File: config.mk
export PLATFORM = sky130hd
export DESIGN_NAME = sgsa_mac
export DESIGN_NICKNAME = d
export VERILOG_FILES = /design/src/hdl/sgsa_pkg.sv /design/src/hdl/sgsa_mac.sv
export SDC_FILE = /design/constraint.sdc
export NUM_CORES = 2
export LEC_CHECK = 0
export ABC_AREA = 0
export BUFFER_PORTS_ARGS = -buffer_cell sky130_fd_sc_hd__buf_4
export CORE_ASPECT_RATIO = 1.25
export CORE_MARGIN = 1
export CORE_UTILIZATION = 49
export DETAILED_ROUTE_END_ITERATION = 8
export HOLD_SLACK_MARGIN = 0.12
export PLACE_DENSITY = 0.68
export SKIP_LAST_GASP = 1
export SLEW_MARGIN = 40
export SYNTH_ARGS = -nofsm -noshare
export SYNTH_HDL_FRONTEND = slang
export SYNTH_SLANG_ARGS = --single-unit
File: constraint.sdc
create_clock -name clk -period 7.64 [get_ports clk]
set_clock_uncertainty 0.1 [all_clocks]
set_input_delay 0.382 -clock clk [delete_from_list [all_inputs] [get_ports clk]]
set_output_delay 0.382 -clock clk [all_outputs]
set_load 0.01 [all_outputs]
File: src/hdl/sgsa_pkg.sv
`default_nettype none
package sgsa_pkg;

  localparam int unsigned ImagePixelsDefault = 65536;
  localparam int unsigned MapEntriesDefault  = 4096;

  localparam int unsigned KindW   = 2;
  localparam int unsigned CoordW  = 16;
  localparam int unsigned ValW    = 32;
  localparam int unsigned IdxW    = 24;
  localparam int unsigned AccW    = 48;
  localparam int unsigned StatW   = 2;
  localparam int unsigned CfgIdxW = 2;
  localparam int unsigned CfgDataW = 13;
  localparam int unsigned ImgDimW = 9;
  localparam int unsigned MapDimW = 13;

  typedef enum logic [KindW-1:0] {
    KIND_LOAD  = 2'd0,
    KIND_CLEAR = 2'd1,
    KIND_ACCUM = 2'd2,
    KIND_READ  = 2'd3
  } kind_t;

  typedef enum logic [StatW-1:0] {
    STAT_OK    = 2'd0,
    STAT_COL   = 2'd1,
    STAT_ROW   = 2'd2,
    STAT_PARAM = 2'd3
  } status_t;

  typedef enum logic [CfgIdxW-1:0] {
    REG_IMAGE_WIDTH  = 2'd0,
    REG_IMAGE_HEIGHT = 2'd1,
    REG_MAP_WIDTH    = 2'd2,
    REG_MAP_HEIGHT   = 2'd3
  } reg_idx_t;

  // handshake between sequencer and the shared divider
  typedef struct packed {
    logic start;
  } div_req_t;

  typedef struct packed {
    logic busy;
    logic done;
  } div_stat_t;

endpackage
`default_nettype wire

File: src/hdl/sgsa_mac.sv
`default_nettype none
// shared multiply, round and saturating add, one channel per use
module sgsa_mac (
  input  wire logic                            clk,
  input  wire logic signed [sgsa_pkg::ValW-1:0] grad,
  input  wire logic signed [sgsa_pkg::ValW-1:0] deriv,
  input  wire logic signed [sgsa_pkg::AccW-1:0] acc,
  output logic signed [sgsa_pkg::AccW-1:0]      sum
);
  import sgsa_pkg::*;

  localparam logic signed [AccW+1:0] AccMax = (AccW+2)'({1'b0, {(AccW-1){1'b1}}});
  localparam logic signed [AccW+1:0] AccMin = -AccMax - 1;

  logic signed [2*ValW-1:0] prod;
  logic signed [2*ValW:0]   rnd;
  logic signed [AccW+1:0]   scaled;
  logic signed [AccW+1:0]   total;

  // registered product stage
  always_ff @(posedge clk) begin
    prod <= grad * deriv;
  end

  always_comb begin
    rnd    = {prod[2*ValW-1], prod} + (2*ValW+1)'(33'sh8000);
    scaled = (AccW+2)'(rnd >>> 16);
    total  = scaled + {{2{acc[AccW-1]}}, acc};
    if (total > AccMax) sum = AccMax[AccW-1:0];
    else if (total < AccMin) sum = AccMin[AccW-1:0];
    else sum = total[AccW-1:0];
  end
endmodule
`default_nettype wire

; Word-level counts from Yosys, hierarchy flattened
; Index checks and enable logic that the tools add are counted.
[totals]
register_bits = 64
latch_bits = 0
ramBits = 0
romBits = 0
inputBits = 113
out_inout_bits = 48
wordCells = 8
mem_count = 0
[op_classes]
n_addsub = 2
n_mul = 1
div = 0
order_cmp = 2
n_eq_ne = 0
n_shift = 0
mux = 2
bitwise_logic = 0
n_reduce_logical = 0
[op_table]
columns = cell, count
row1 = $mux 48, 2
row2 = $add 64x17->65 const B, 1
row3 = $mul 32x32->64, 1
row4 = $add 49x48->50, 1
row5 = $gt 50x48->1 const B, 1
row6 = $lt 50x48->1 const B, 1

; Depth between registers and ports, before layout
[depth]
ltp_word = 5
ltp_mapped = 30
ltp_nobuf = 27

; Worst setup path after synthesis
; Ideal clock, no wire load.
[synth_timing]
kind = input -> register
start = in grad[31] in the netlist's numbering
end = reg prod[63]
setup_time_ns = 0.072
arrival_time_ns = 7.750
required_time_ns = 7.468
slack_ns = -0.282
stages = 27
path_buffers = 2
cell_sequence = clkbuf_1 > nand2_1 > inv_1 > fa_1 > fa_1 > inv_1 > fa_1 > inv_1 > fa_1 > inv_1 > fa_1 > inv_1 > fa_1 > fa_1 > fa_1 > ha_1 > clkbuf_1 > a21o_1 > a21o_1 > a21o_1 > a21oi_1 > o21bai_1 > a221o_1 > a41oi_2 > nor3_1 > a2111oi_2 > xnor2_1
[synth_between]
elab_chain_cells = 1
[synth_lines]
columns = item, line
row1 = "start, declared", sgsa_mac.sv:5  ; input wire logic signed [sgsa_pkg::ValW-1:0] grad,
row2 = $mul 32x32->64, sgsa_mac.sv:22  ; prod <= grad * deriv;
row3 = "end signal, assigned", sgsa_mac.sv:22
row4 = "end, declared", sgsa_mac.sv:15  ; logic signed [2*ValW-1:0] prod;
; No other way between the ends.

; Final worst setup path
[layout_timing]
start = in deriv[6] in the netlist's numbering
end = reg prod[61]
[layout_between]
elab_chain_cells = 1
[layout_lines]
columns = item, line
row1 = "start, declared", sgsa_mac.sv:6  ; input wire logic signed [sgsa_pkg::ValW-1:0] deriv,
row2 = $mul 32x32->64, sgsa_mac.sv:22
; No other way between the ends.

==> summary.txt <==
Yosys
  – Synth cell count leaders: 1,082 x fa_1, 982 x inv_1, 600 x nand2_1
  – Leading area contributor after synthesis: fa_1
  – Synth Area per Inst: 9.09 um^2
  – Register area share after synthesis: 2.41%
  – Most common cell in the netlist: fa_1
  – EDFF count, synth: 0
  – Main synth FF type: dfxtp_1
  – Synth async-reset ratio: 0%
  – Mapped cell area: 0.0407 mm^2
  – Mapped Cells: 4,475
  – Top post-synthesis cells by area: fa_1 53%, inv_1 9.1%, and2_1 7.9%
  – #FFs+latches synth: 49
  – Synth warn: 0
  – Post-synth cell types: 68
  – Post-synth top area share: 53.3%
  – Net count after synthesis: 5,900

Die
  – Die height: 324 um
  – Cell row count: 117
  – Chip width: 260 um
  – Core Footprint: 0.0818 mm^2
  – Initial core utilization: 49.7%
  – Num ports: 161
  – Die area: 0.0842 mm^2

Routing
  – Post-DR vias/cell: 5.33
  – Starting DRT DRC Count: 1,646
  – # DRC: 0
  – Post-route ant nets: 0
  – TritonRoute pass-1 iters: 5
  – Routed len/inst: 19.7 um
  – Via count: 31,100
  – Overall routed net length: 114,000 um

GRT
  – GRT Util Overall: 28.8%
  – GR Overflow Total: 0
  – Largest net degree at the start of global routing: 46
  – First-pass GRT wire length: 186,000 um
  – Initial antenna violation count: 1
  – Vias in the first global route: 35,300

Cells and area
  – Layout cells sized above 1: 11.8%
  – Post-Layout Inst Area: 0.0458 mm^2
  – Top flop regs: prod: 49 flops
  – Nets: 6,176
  – P&R area growth vs syn: 12.7%
  – Largest register FFs: 49
  – Largest Register: prod
  – Layout Utilization: 56.0%

Critical path
  – Setup crit end kind: flop
  – CP max FO: 18
  – Worst path required time: 7.71 ns
  – CP Class: primary input to flop
  – CP Data Arrival Time: 7.56 ns
  – CP startpoint kind: primary input
  – Crit-path slowest cell: fa_2
  – Critical Path Max Stage Delay: 0.65 ns

Timing
  – Final max-slew violation count: 0
  – Tcrit/Tclk final: 98.0%
  – Final setup fails: 0
  – Rel. slew slack: 45.6%
  – Worst Max-Slew Pin Slew: 0.816 ns
  – Final Hold Vio Count: 0
  – Fin crit period: 7.49 ns
  – Peak Freq: 134 MHz

CTS
  – CTS H-tree depth: 2
  – Clock Tree Root: clkbuf_16
  – Cts hold-fix bufs: 0
  – Total CTS buffers: 5
  – Clock Tree Buf Depth: 2
  – CTS Sinks: 49
  – Reg clk slew, reported paths: 0.06 ns
  – CTS tree: built

Place
  – Post-Place Cell Area: 0.0454 mm^2
  – Post-detail-place hpwl: 100,000 um
  – Number of buffers added on ports: 160
  – Routability cong.: 0.936

Job
  – # Max-Cap Violations: 0

Min path
  – Endpoint, Worst Hold: prod[17]
  – Worst min path class: primary input to flop
  – Critical hold path startpoint: grad[0]
  – Hold path depth: 8

Run status
  – Status: complete, no violations
-- metal layers --
layer,track usage (%),share of wire [%],vias up
li1,-,-,13800
met4,13.8,5.6,0
met5,0,0,-
met3,2.26,4.1,317
met1,32.3,36,16100
met2,54.5,54,896
-- cells in the final DEF (no fill, tap or decap), drive strengths merged, types with 4 or more instances in the layout --
cell type  count
fa          1082
inv          982
nand2        600
and2         513
buf          502
ha           230
a21oi        119
xnor2        102
nor2          84
o21ai         74
xor2          51
nand3         49
dfxtp         49
o22ai         42
a21o          41
and3          27
nand4         21
o21bai        17
nand2b        16
nor3          16
a31oi         13
o211ai        12
o21a          12
nor2b         11
a211oi         8
a221oi         7
clkbuf         7
and4           5
nor4           4
o221ai         4
a41oi          4
o2111ai        4
-- cell families (layout without fill, tap and decap cells) --
kind of cell               Yosys count  after routing  synth area share, %
AOI/OAI and AO/OA                  388            388                 6.15
xor gates and xnor gates           153            153                 3.29
adders and majority gates         1312           1312                 60.3
buffers and inverters             1216           1493                 11.3
DFF                                 49             49                 2.41
other                                0              2                    0
and+or+nand+nor                   1357           1357                 16.5
-- metrics by stage --
step,hold WS (ns),cells,setup slack [ns],TNS [ns]
floorplan,0.851,4475,0.0106,0
global placement,1.26,5809,-0.157,-0.687
detailed placement,1.26,5809,-0.300,-2.03
CTS,1.11,5818,0.0178,0
global route,1.18,5823,-0.0731,-0.188
finish,1.12,5825,0.151,0
-- what timing repair did --
action / 4_1_cts / 5_1_grt
pin swaps: 0 / 22
setup endpoints to repair: 1 / 17
buffers inserted: 1 / 5
resized for setup: 1 / 52
-- how the worst max path moves through the flow --
stage                           to  slack (ns)  cells after the start     start
after CTS                 prod[63]        0.02                     25  grad[31]
after detailed placement  prod[63]       -0.30                     23  grad[31]
final                     prod[61]        0.15                     29  deriv[6]
after global placement    prod[57]       -0.16                     28  deriv[5]
after global routing      prod[61]       -0.07                     29  deriv[6]
after floorplan           prod[63]        0.01                     25  grad[31]
-- worst max-delay path: cells and delay by family --
| kind | cells | cell delay [ns] |
|---|---|---|
| adders and majority gates | 9 | 4.60 |
| buffers and inverters | 12 | 1.24 |
| AOI/OAI and AO/OA | 6 | 1.11 |
| xor gates and xnor gates | 1 | 0.13 |
| and+or+nand+nor | 1 | 0.08 |
-- layout make-up --
type	instances	area, um^2
fillers	7304	36000
multi-input cells	3210	35300
repair buffers	502	4330
inverters	983	3700
well taps	1071	1340
flip-flops and latches	49	981
clock buffers	7	133
clock inverters	1	7.51
diodes	2	5.00
Power is not shown: default switching activity piles up to over one toggle a cycle in this logic, so the estimate is an artifact.
