$ cat src/hdl/sgsa_pkg.sv
`default_nettype none
package sgsa_pkg;

  localparam int unsigned ImagePixelsDefault = 65536;
  localparam int unsigned MapEntriesDefault  = 4096;

  localparam int unsigned KindW   = 2;
  localparam int unsigned CoordW  = 16;
  localparam int unsigned ValW    = 32;
  localparam int unsigned IdxW    = 24;
  localparam int unsigned AccW    = 48;
  localparam int unsigned StatW   = 2;
  localparam int unsigned CfgIdxW = 2;
  localparam int unsigned CfgDataW = 13;
  localparam int unsigned ImgDimW = 9;
  localparam int unsigned MapDimW = 13;

  typedef enum logic [KindW-1:0] {
    KIND_LOAD  = 2'd0,
    KIND_CLEAR = 2'd1,
    KIND_ACCUM = 2'd2,
    KIND_READ  = 2'd3
  } kind_t;

  typedef enum logic [StatW-1:0] {
    STAT_OK    = 2'd0,
    STAT_COL   = 2'd1,
    STAT_ROW   = 2'd2,
    STAT_PARAM = 2'd3
  } status_t;

  typedef enum logic [CfgIdxW-1:0] {
    REG_IMAGE_WIDTH  = 2'd0,
    REG_IMAGE_HEIGHT = 2'd1,
    REG_MAP_WIDTH    = 2'd2,
    REG_MAP_HEIGHT   = 2'd3
  } reg_idx_t;

  // handshake between sequencer and the shared divider
  typedef struct packed {
    logic start;
  } div_req_t;

  typedef struct packed {
    logic busy;
    logic done;
  } div_stat_t;

endpackage
`default_nettype wire

$ cat src/hdl/sgsa_divider.sv
`default_nettype none
// restoring divider, one quotient bit per cycle
module sgsa_divider (
  input  wire logic                     clk,
  input  wire logic                     rst,
  input  wire sgsa_pkg::div_req_t       req,
  input  wire logic [sgsa_pkg::IdxW-1:0]    dividend,
  input  wire logic [sgsa_pkg::MapDimW-1:0] divisor,
  output sgsa_pkg::div_stat_t           stat,
  output logic [sgsa_pkg::IdxW-1:0]     quotient
);
  import sgsa_pkg::*;

  localparam int unsigned CntW = $clog2(IdxW + 1);

  logic [IdxW-1:0]    quo;
  logic [MapDimW:0]   rem;
  logic [MapDimW-1:0] dsr;
  logic [CntW-1:0]    cnt;
  logic               busy;
  logic               done;
  logic [MapDimW:0]   trial;
  logic [MapDimW+1:0] diff;

  always_comb begin
    trial = {rem[MapDimW-1:0], quo[IdxW-1]};
    diff  = {1'b0, trial} - {2'b00, dsr};
  end

  always_ff @(posedge clk) begin
    if (rst) begin
      busy <= 1'b0;
      done <= 1'b0;
      cnt  <= '0;
    end else begin
      done <= 1'b0;
      if (req.start) begin
        busy <= 1'b1;
        cnt  <= CntW'(IdxW);
      end else if (busy) begin
        cnt <= cnt - 1'b1;
        if (cnt == CntW'(1)) begin
          busy <= 1'b0;
          done <= 1'b1;
        end
      end
    end
  end

  always_ff @(posedge clk) begin
    if (req.start) begin
      quo <= dividend;
      rem <= '0;
      dsr <= divisor;
    end else if (busy) begin
      if (!diff[MapDimW+1]) begin
        rem <= diff[MapDimW:0];
        quo <= {quo[IdxW-2:0], 1'b1};
      end else begin
        rem <= trial;
        quo <= {quo[IdxW-2:0], 1'b0};
      end
    end
  end

  assign stat.busy = busy;
  assign stat.done = done;
  assign quotient  = quo;

`ifndef NO_ASSERTIONS
  a_start_idle: assert property (@(posedge clk) disable iff (rst) req.start |-> !busy)
    else $error("divider started while busy");
  a_done_end: assert property (@(posedge clk) disable iff (rst) done |-> $past(busy))
    else $error("divider done without run");
  a_done_clear: assert property (@(posedge clk) disable iff (rst) done |-> !busy)
    else $error("divider done while busy");
`endif
endmodule
`default_nettype wire

$ cat config.mk
export PLATFORM = sky130hd
export DESIGN_NAME = sgsa_divider
export DESIGN_NICKNAME = d
export VERILOG_FILES = /design/src/hdl/sgsa_pkg.sv /design/src/hdl/sgsa_divider.sv
export SDC_FILE = /design/constraint.sdc
export NUM_CORES = 1
export LEC_CHECK = 0
export ABC_AREA = 1
export BUFFER_PORTS_ARGS = -buffer_cell sky130_fd_sc_hd__buf_2
export CELL_PAD_IN_SITES_DETAIL_PLACEMENT = 2
export CELL_PAD_IN_SITES_GLOBAL_PLACEMENT = 2
export CORE_MARGIN = 3
export CORE_UTILIZATION = 34
export DETAILED_ROUTE_END_ITERATION = 16
export PLACE_DENSITY = 0.9
export SKIP_LAST_GASP = 1
export SYNTH_ARGS = -nofsm -noshare
export SYNTH_HDL_FRONTEND = slang
export SYNTH_SLANG_ARGS = --single-unit
$ cat constraint.sdc
create_clock -name clk -period 2.91 [get_ports clk]
set_input_delay 0.4365 -clock clk [delete_from_list [all_inputs] [get_ports clk]]
set_output_delay 0.4365 -clock clk [all_outputs]
set_load 0.005 [all_outputs]
# Word level (Yosys, flattened, before mapping)
# Index checks and enable logic that the tools add are counted.
word_totals:
  reg_bits: 57
  latch_bits: 0
  ram_bits: 0
  mem_bits_ro: 0
  input_bits: 40
  output_inout_bits: 26
  mem_count: 0
classes:
  n_addsub: 2
  multipliers: 0
  n_div: 0
  order_cmp: 0
  eq_ne: 1
  n_shift: 0
  muxes: 10
  bitwise: 1
  reduce_logical: 3
ops:
  columns: ["op", "n"]
  rows:
  - ["$mux 24", 2]
  - ["$sub 14x13->15", 1]
  - ["$mux 13", 1]
  - ["$mux 5", 2]
  - ["$eq 5x1->1 const B", 1]
  - ["$mux 1", 5]
  - ["$sub 5x1->5 const B", 1]
  - ["$reduce_or 3->1", 1]
  - ["$reduce_bool 2->1", 1]
  - ["$reduce_or 2->1", 1]
  - ["$not 1->1", 1]

# Logic depth before layout (Yosys ltp)
# Gate-level depths: netlist of run 1.
logic_depth:
  ltp_word: 4
  depth_mapped: 12

# Least setup slack after synthesis of run 1
# No wires, ideal clock.
synth_path:
  kind: "register -> register"
  start: "reg quo[23], in the netlist quotient[23]"
  end: "reg rem[3]"
  setup_ps: 143
  t_arrival_ps: 1685
  path_slack_ps: 1082
  path_stages_with_launch: 13
  synth_period_minus_slack_ps: 1828
  cell_sequence: "edfxtp_1 > inv_1 > ha_1 > fa_1 > inv_1 > nand2_1 > nand3_4 > nand2_4 > nand2_4 > buf_12 > nand2_2 > nand3_2 > o21ai_2"
synth_via:
  elab_chain_len: 2
synth_rtl:
  columns: ["item", "line_no", "rtl"]
  rows:
  - ["start: declaration", "sgsa_divider.sv:16", "logic [IdxW-1:0] quo;"]
  - ["start signal: assignment", "sgsa_divider.sv:52", "quo <= dividend;"]
  - ["start signal: assignment", "sgsa_divider.sv:58", "quo <= {quo[IdxW-2:0], 1'b1};"]
  - ["start signal: assignment", "sgsa_divider.sv:61", "quo <= {quo[IdxW-2:0], 1'b0};"]
  - ["$sub 14x13->15", "sgsa_divider.sv:27", "diff = {1'b0, trial} - {2'b00, dsr};"]
  - ["$mux 13", "sgsa_divider.sv:56", "if (!diff[MapDimW+1]) begin"]
  - ["end signal: assignment", "sgsa_divider.sv:57", "rem <= diff[MapDimW:0];"]
  - ["end signal: assignment", "sgsa_divider.sv:60", "rem <= trial;"]
  - ["end: declaration", "sgsa_divider.sv:17", "logic [MapDimW:0] rem;"]
# Every way passes these cells.
# A chain may end at the register's enable or synchronous reset.

# Final worst setup path of run 1
layout_path:
  start: "reg quo[23], in the netlist quotient[23]"
  end: "reg rem[9]"
# Same word-level chain as after synthesis.

==> impl_results.md, run 1 <==
* Global route overflow at 0
* Max layer used: met4
* CTS Buffer Depth at 2
* Part of the power in the clock network at 38.5%
* Hold_buf cts at 0
* Switch share at between 30% and 40%
* Proportion of layout cells with a drive suffix above 1 at 24.44%
* Post-synth ARST share at 0%
* Peak supply drop at roughly 0.41 mV
* CP Data Required Time at around 3.1 ns
* Slowest CP cell: fa_1
* All-Layer GR Usage at 26.56%
* H-Tree Depth at 3
* Vias in the first global route at 3700
* Syn Nets at 475
* Register area at 1511 um2
* DRT met1 WL at roughly 5700 um
* Share of the synthesized area in the top cell type at 33.28%
* Drt pass-1 iters at 4
* Delay-heaviest family, CP: simple AND/OR/NAND/NOR gates
* Filler Cells Inserted at about 1100
* CP arrival at roughly 2.5 ns
* Final Hold Viols at 0
* Antenna-violating nets left at 0
* Largest net degree at the start of global routing at 40
* Tot Pwr at approximately 2100 uW
* Crit share post-route at 79.39%
* Row cnt at 35
* Via density at 5.095
* Worst-path clk slew at approximately 0.08 ns
* Core ar. at 9371 um2
* Synth Warn # at 0
* Die ar. at between 10000 and 15000 um2
* P_leak at ~0.0021 uW
* CTS tree: done
* Cells after Synth at 419
* Ys flop type: edfxtp_1
* Number of synthesized register bits at 57
* CTS Sinks at 57
* Routed vias at 3159
* Critical path class: reg2reg
* Synth area leader: edfxtp_1
* Synth top cells by count: nand2_1, inv_1, edfxtp_1
* Yosys cell types at 35
* Clock Latency Late Sink at 0.35 ns
* Multi-input logic area at 1470 um2
* Antenna Cells at 0
* Post-synth EDFFs at 37
* GP Congestion at 0.7775
* Max stage delay on crit path at 0.43 ns
* Critical Path, Cell by Cell: inv_1 -> ha_1 -> fa_1 -> inv_1 -> nand2_1 -> nand3_4 -> nand2_4 -> nand2_4 -> nand3_2 -> nand2_1 -> nand2_1
* Unrepaired setup endpoints after global routing: false
* Post-synthesis sequential area ratio at 45.28%
* Postcts setup bufs at 0
* MaxCap Viol Count at 0
* Met2 WL at 7655 um
* Routed length on met3 at 522 um
* Gate power share at 15.1%
* CTS root buffer: clkbuf_8
* Antenna violations before repair at 0
* Die Ht at 105.1 um
* Setup TNS Final at 0 ns
* HPWL after DPL at approximately 8500 um
* Count leader, synth: nand2_1
* Worst setup SP type: register
* P_sw at 639.0 uW
* Drt wl/cell at 22.77 um
* F_max at 432.8 MHz
* DRC violations left at 0
* Final Skew at ~0.011 ns
* CTS Buf Count at 9
* Initial Utilization at a little over a third
* Status: finished clean
* Final WL at 14120 um
* Fin crit period at 2.310 ns
* Detailed router's first-iteration violation count at around 140
* Slew margin rel. at 17.67%
* Worst-path fanout max at 15
* Internal at roughly 1500 uW
* I/O pin cnt at 66
* Final setup violation count at 0
* DIE WIDTH at ~110 um
* Fin nets at around 540
* Post-cts resize count at 0
* PwrDens at 528.4 nW/um2
* Ranking of synthesized cells by area: edfxtp_1, nand2_1, dfxtp_1
* Max Slew Vio Count at 0
* Worst Tran Pin Value at 1.234 ns
* Syn Area/Cell at about 8.0 um2
* Critical path endpoint category: register
* Path type of the worst min-delay path: in2reg
* Area grow syn2layout at 18.70%
* PortBufs at 65
* Sequential share of power at between 40% and 50%
* Global-route wire length before repair at 22200 um
* Critical Path Most Common Cell: nand2_1
* Synth Cell Area at 3338 um2
* Critical path buffers and inverters at 2
==> routing by layer <==
| metal | GRT usage [%] | up-vias |
|---|---|---|
| met5 | 0 | - |
| met4 | 7.310 | 0 |
| met3 | 5.991 | 28 |
| met2 | 49.95 | 87 |
| met1 | 29.79 | 1599 |
| li1 | - | 1445 |
==> power by group through the flow <==
stage	combinational [uW]	clock [uW]	sequential, uW
after detailed placement	290	0	979
after floorplan	159	0	974
final	316	807	971
after global placement	268	0	975
after global routing	347	841	977
after CTS	318	815	971
==> cell families after synthesis <==
group                    Yosys count  synth area share (%)
flip-flops                        57                 45.28
XOR/XNOR                           5                 1.312
adder cells (fa/ha/maj)           16                 6.222
buffers and inverters             85                 10.68
AND/OR/NAND/NOR                  240                 33.21
AO/OA/AOI/OAI                     16                 3.299
==> final cells by class <==
class | instances | share of cell area, %
repair buffers | 68 | 8.778
clock buffers | 11 | 3.568
multi-input cells | 277 | 37.10
flip-flops and latches | 57 | 38.14
inverters | 73 | 6.915
well taps | 129 | 4.073
clock inverters | 5 | 1.421
==> final timing paths <==
kind                                   start  slack, ns  cells past startpoint      to
worst max-delay path            quotient[23]       0.60                     11  rem[9]
worst min-delay path              divisor[1]       0.25                      1  dsr[1]
worst max register to register  quotient[23]       0.60                     11  rem[9]
worst min register to register        rem[8]       0.52                      2  rem[8]
==> sequential cells by signal, summed over array words and instances, names as in the netlist <==
name	cells
quotient	24
dsr	13
rem	13
cnt	5
busy	1
done	1
==> layout by cell type, fill, tap and decap left out, types with 4 or more instances in the layout <==
master    count
inv_2         9
nor2_1       13
nand2_2       7
nand3_2       9
buf_2        65
ha_1         15
nand2_4       4
nand4_1       5
a21oi_1       4
inv_1        64
edfxtp_1     37
nand2_1     159
nand3_1      32
dfxtp_1      20
clkbuf_8     10
==> through the flow <==
stage               instance area, um2  instances  setup slack [ns]  utilization [%]  hold WS [ns]
detailed placement                3765        604            0.7776            40.17        0.4723
finish                            3963        620            0.5996            42.28        0.2537
global route                      3963        620            0.4887            42.28        0.2501
CTS                               3963        620            0.5935            42.28        0.2486
global placement                  3765        604            0.9248            40.17        0.4574
floorplan                         3338        419             1.082                -        0.4422
No activity file was read; power rests on OpenSTA's default activity.
==> run 2, diff against run 1 <==
--- a/config.mk
+++ b/config.mk
@@ -10,9 +10,9 @@
 export CELL_PAD_IN_SITES_DETAIL_PLACEMENT = 2
 export CELL_PAD_IN_SITES_GLOBAL_PLACEMENT = 2
 export CORE_MARGIN = 3
-export CORE_UTILIZATION = 34
+export CORE_UTILIZATION = 29
 export DETAILED_ROUTE_END_ITERATION = 16
-export PLACE_DENSITY = 0.9
+export PLACE_DENSITY = 0.82
 export SKIP_LAST_GASP = 1
 export SYNTH_ARGS = -nofsm -noshare
 export SYNTH_HDL_FRONTEND = slang
==> constraint.sdc (replaced) <==
create_clock -name clk -period 2.03 [get_ports clk]
set_input_delay 0.3045 -clock clk [delete_from_list [all_inputs] [get_ports clk]]
set_output_delay 0.3045 -clock clk [all_outputs]
set_load 0.005 [all_outputs]
==> run 2 against run 1 <==
- non-clock buffer count is 8 higher
- die area is 16% higher
- utilization is 4.4 points lower
- clock skew is 0.0019 ns lower
- fmax is 20% higher
- combinational power is 38% higher
- via count is 2.1% lower
- hold slack worse by 0.12 ns
- wire length is 19% lower
- count of clock-buffer cells in the layout is 1 higher
- sequential share of layout area is 2.0 points lower
- critical path type unchanged
==> impl_results.md, run 2 (synthesized netlist as in run 1, its figures left out) <==
* FF-to-FF path depth at 11 (unchanged)
* Max Slew Vio Count at 0 (unchanged)
* Final Hold Viols at 0 (unchanged)
* Critical path endpoint category: register
* Drt pass-1 iters at 4 (unchanged)
* Worst Tran Pin Value at 0.4787 ns (-0.7549 ns)
* F_max at 518.6 MHz (+20%)
* Reg-to-Reg Start: rem[8]
* Post-Layout Cell Count at 639 (+3.1%)
* Row cnt at 38 (+8.6%)
* HP Start: divisor[11]
* Sequential share of power at 40.0% (-6.4 points)
* Initial Utilization at 30.26% (-5.4 points)
* Final setup violation count at 0 (unchanged)
* Clock Latency Late Sink at 0.34 ns (about the same)
* Worst setup SP type: register
* GP Congestion at 0.8612 (+11%)
* Fin crit period at 1.928 ns (-0.3821 ns)
* MaxCap Viol Count at 0 (unchanged)
* Global route overflow at 0 (unchanged)
* Most frequent cells in the layout: nand2_1, buf_2, inv_1
* Die Ht at 113.3 um (+7.8%)
* Via density at 4.842 (-5.0%)
* Area grow syn2layout at 25.11%
* Post-route design area at 4177 um2 (+5.4%)
* Slew margin rel. at 68.04% (+50 points)
* CTS Sinks at 57 (unchanged)
* DRC violations left at 0 (unchanged)
* Post-Place Cell Area at 3809 um2 (+1.2%)
* CP arrival at 2.19 ns (-0.35 ns)
* Status: finished clean
* Core ar. at 11030 um2 (+18%)
* CTS tree: done
* Part of the power in the clock network at 47.3% (+8.8 points)
* CTS Buffer Depth at 2 (unchanged)
* Antenna Cells at 0 (unchanged)
* CTS Buf Count at 9 (unchanged)
* Crit share post-route at 94.99% (+16 points)
* Register area at 1511 um2 (unchanged)
* Antenna-violating nets left at 0 (unchanged)
* Die ar. at 12830 um2 (+16%)
* P_leak at 0.002163 uW (+4.5%)
* Crit path from: rem[8]
* Filler Cells Inserted at 1293 (+20%)
* Vias in the first global route at 3515 (-5.0%)
* Final WL at 11500 um (-19%)
* Worst-path fanout max at 13 (-2)
* CTS root buffer: clkbuf_16
* Gate power share at 12.6% (-2.5 points)
* Commonest non-fill, non-tap cell in the layout: nand2_1
* Internal at 2567 uW (+76%)
* Placed cells at 619 (+2.5%)
* Drt wl/cell at 17.99 um (-21%)
* DIE WIDTH at 113.3 um (+7.8%)
* I/O pin cnt at 66 (unchanged)
* Worst hold stages at 1 (unchanged)
* Path type of the worst min-delay path: in2reg
* HPWL after DPL at 7797 um (-8.2%)
* P_sw at 877.8 uW (+37%)
* Max reg flops at 24 (unchanged)
* PwrDens at 824.8 nW/um2 (+56%)
* All-Layer GR Usage at 18.63% (-7.9 points)
* Switch share at 25.48% (-5.0 points)
* Multi-input logic area at 1499 um2 (+2.0%)
* Final Skew at 0.009119 ns (-0.001858 ns)
* Critical path class: reg2reg
* H-Tree Depth at 3 (unchanged)
* Proportion of layout cells with a drive suffix above 1 at 26.45% (+2.0 points)
* Fin nets at 550 (+1.5%)
* Worst-path clk slew at 0.06 ns (-0.02 ns)
* Antenna violations before repair at 0 (unchanged)
* Routed vias at 3094 (-2.1%)
* Peak supply drop at 0.7258 mV (+78%)
* PortBufs at 65 (unchanged)
* Largest net degree at the start of global routing at 37 (-7.5%)
* Global-route wire length before repair at 18290 um (-18%)
* Setup TNS Final at 0 ns (unchanged)
* Detailed router's first-iteration violation count at 115 (-20%)
* CP Data Required Time at 2.30 ns (-0.84 ns)
run 2: cell types whose count changed in the layout (fill, tap and decap cells not counted), sizes merged:
cell / delta
clkbuf: +1
bufinv: +1
clkinvlp: -1
buf: +8
clkinv: -1
run 2: power by group through the flow:
stage	clock network, uW	logic [uW]	registers, uW
after CTS	1650	429	1380
after floorplan	0	228	1400
after detailed placement	0	414	1400
after global placement	0	392	1400
final	1630	435	1380
after global routing	1710	494	1390
run 2: area by class of cell:
type	count	share of cell area [%]
Sequential cell	57	36.19
Clock inverter	4	1.648
Timing Repair Buffer	76	9.856
Clock buffer	12	5.662
Tap cell	140	4.194
Inverter	73	6.561
Multi-Input combinational cell	277	35.89
run 2: layer usage:
| layer | track usage [%] | vias up | routed length [um] |
|---|---|---|---|
| met4 | 7.933 | 0 | 334 |
| met3 | 4.973 | 23 | 528 |
| met2 | 32.66 | 77 | 5845 |
| met5 | 0 | - | 0 |
| li1 | - | 1464 | - |
| met1 | 21.33 | 1530 | 4788 |
run 2: repair_timing:
item / in CTS / in global routing
setup endpoints to repair: 6 / 14
setup buffers: 2 / 2
pin swaps: 1 / 3
resized for setup: 2 / 7
hold buffers: 0 / 0
hold endpoints to repair: 0 / 0
run 2: stage by stage:
| stage | utilization (%) | hold WS [ns] | worst slack [ns] | power, uW |
|---|---|---|---|---|
| global placement | 34.53 | 0.4552 | 0.1507 | 1792 |
| global route | 37.86 | 0.1269 | -0.03290 | 3589 |
| floorplan | - | 0.3739 | 0.2023 | 1624 |
| detailed placement | 34.53 | 0.4813 | 0.04514 | 1814 |
| CTS | 37.51 | 0.1244 | 0.005698 | 3462 |
| finish | 37.86 | 0.1307 | 0.1017 | 3445 |
run 2: critical path: stages (launching register included):
cell and delay, ns:
dfxtp_1 0.34, ha_1 0.39, nand2_1 0.09, nand2_1 0.11, inv_1 0.10, nand2_2 0.08, a21oi_4 0.18, buf_4 0.16
nand2_8 0.10, nand2_1 0.11, nand3_1 0.08, o21ai_1 0.09
run 2: worst paths after layout:
check	endpoint	slack, ns
setup / recovery	rem[0]	0.10
hold / removal	dsr[11]	0.13
setup reg to reg	rem[0]	0.10
hold reg to reg	rem[11]	0.50
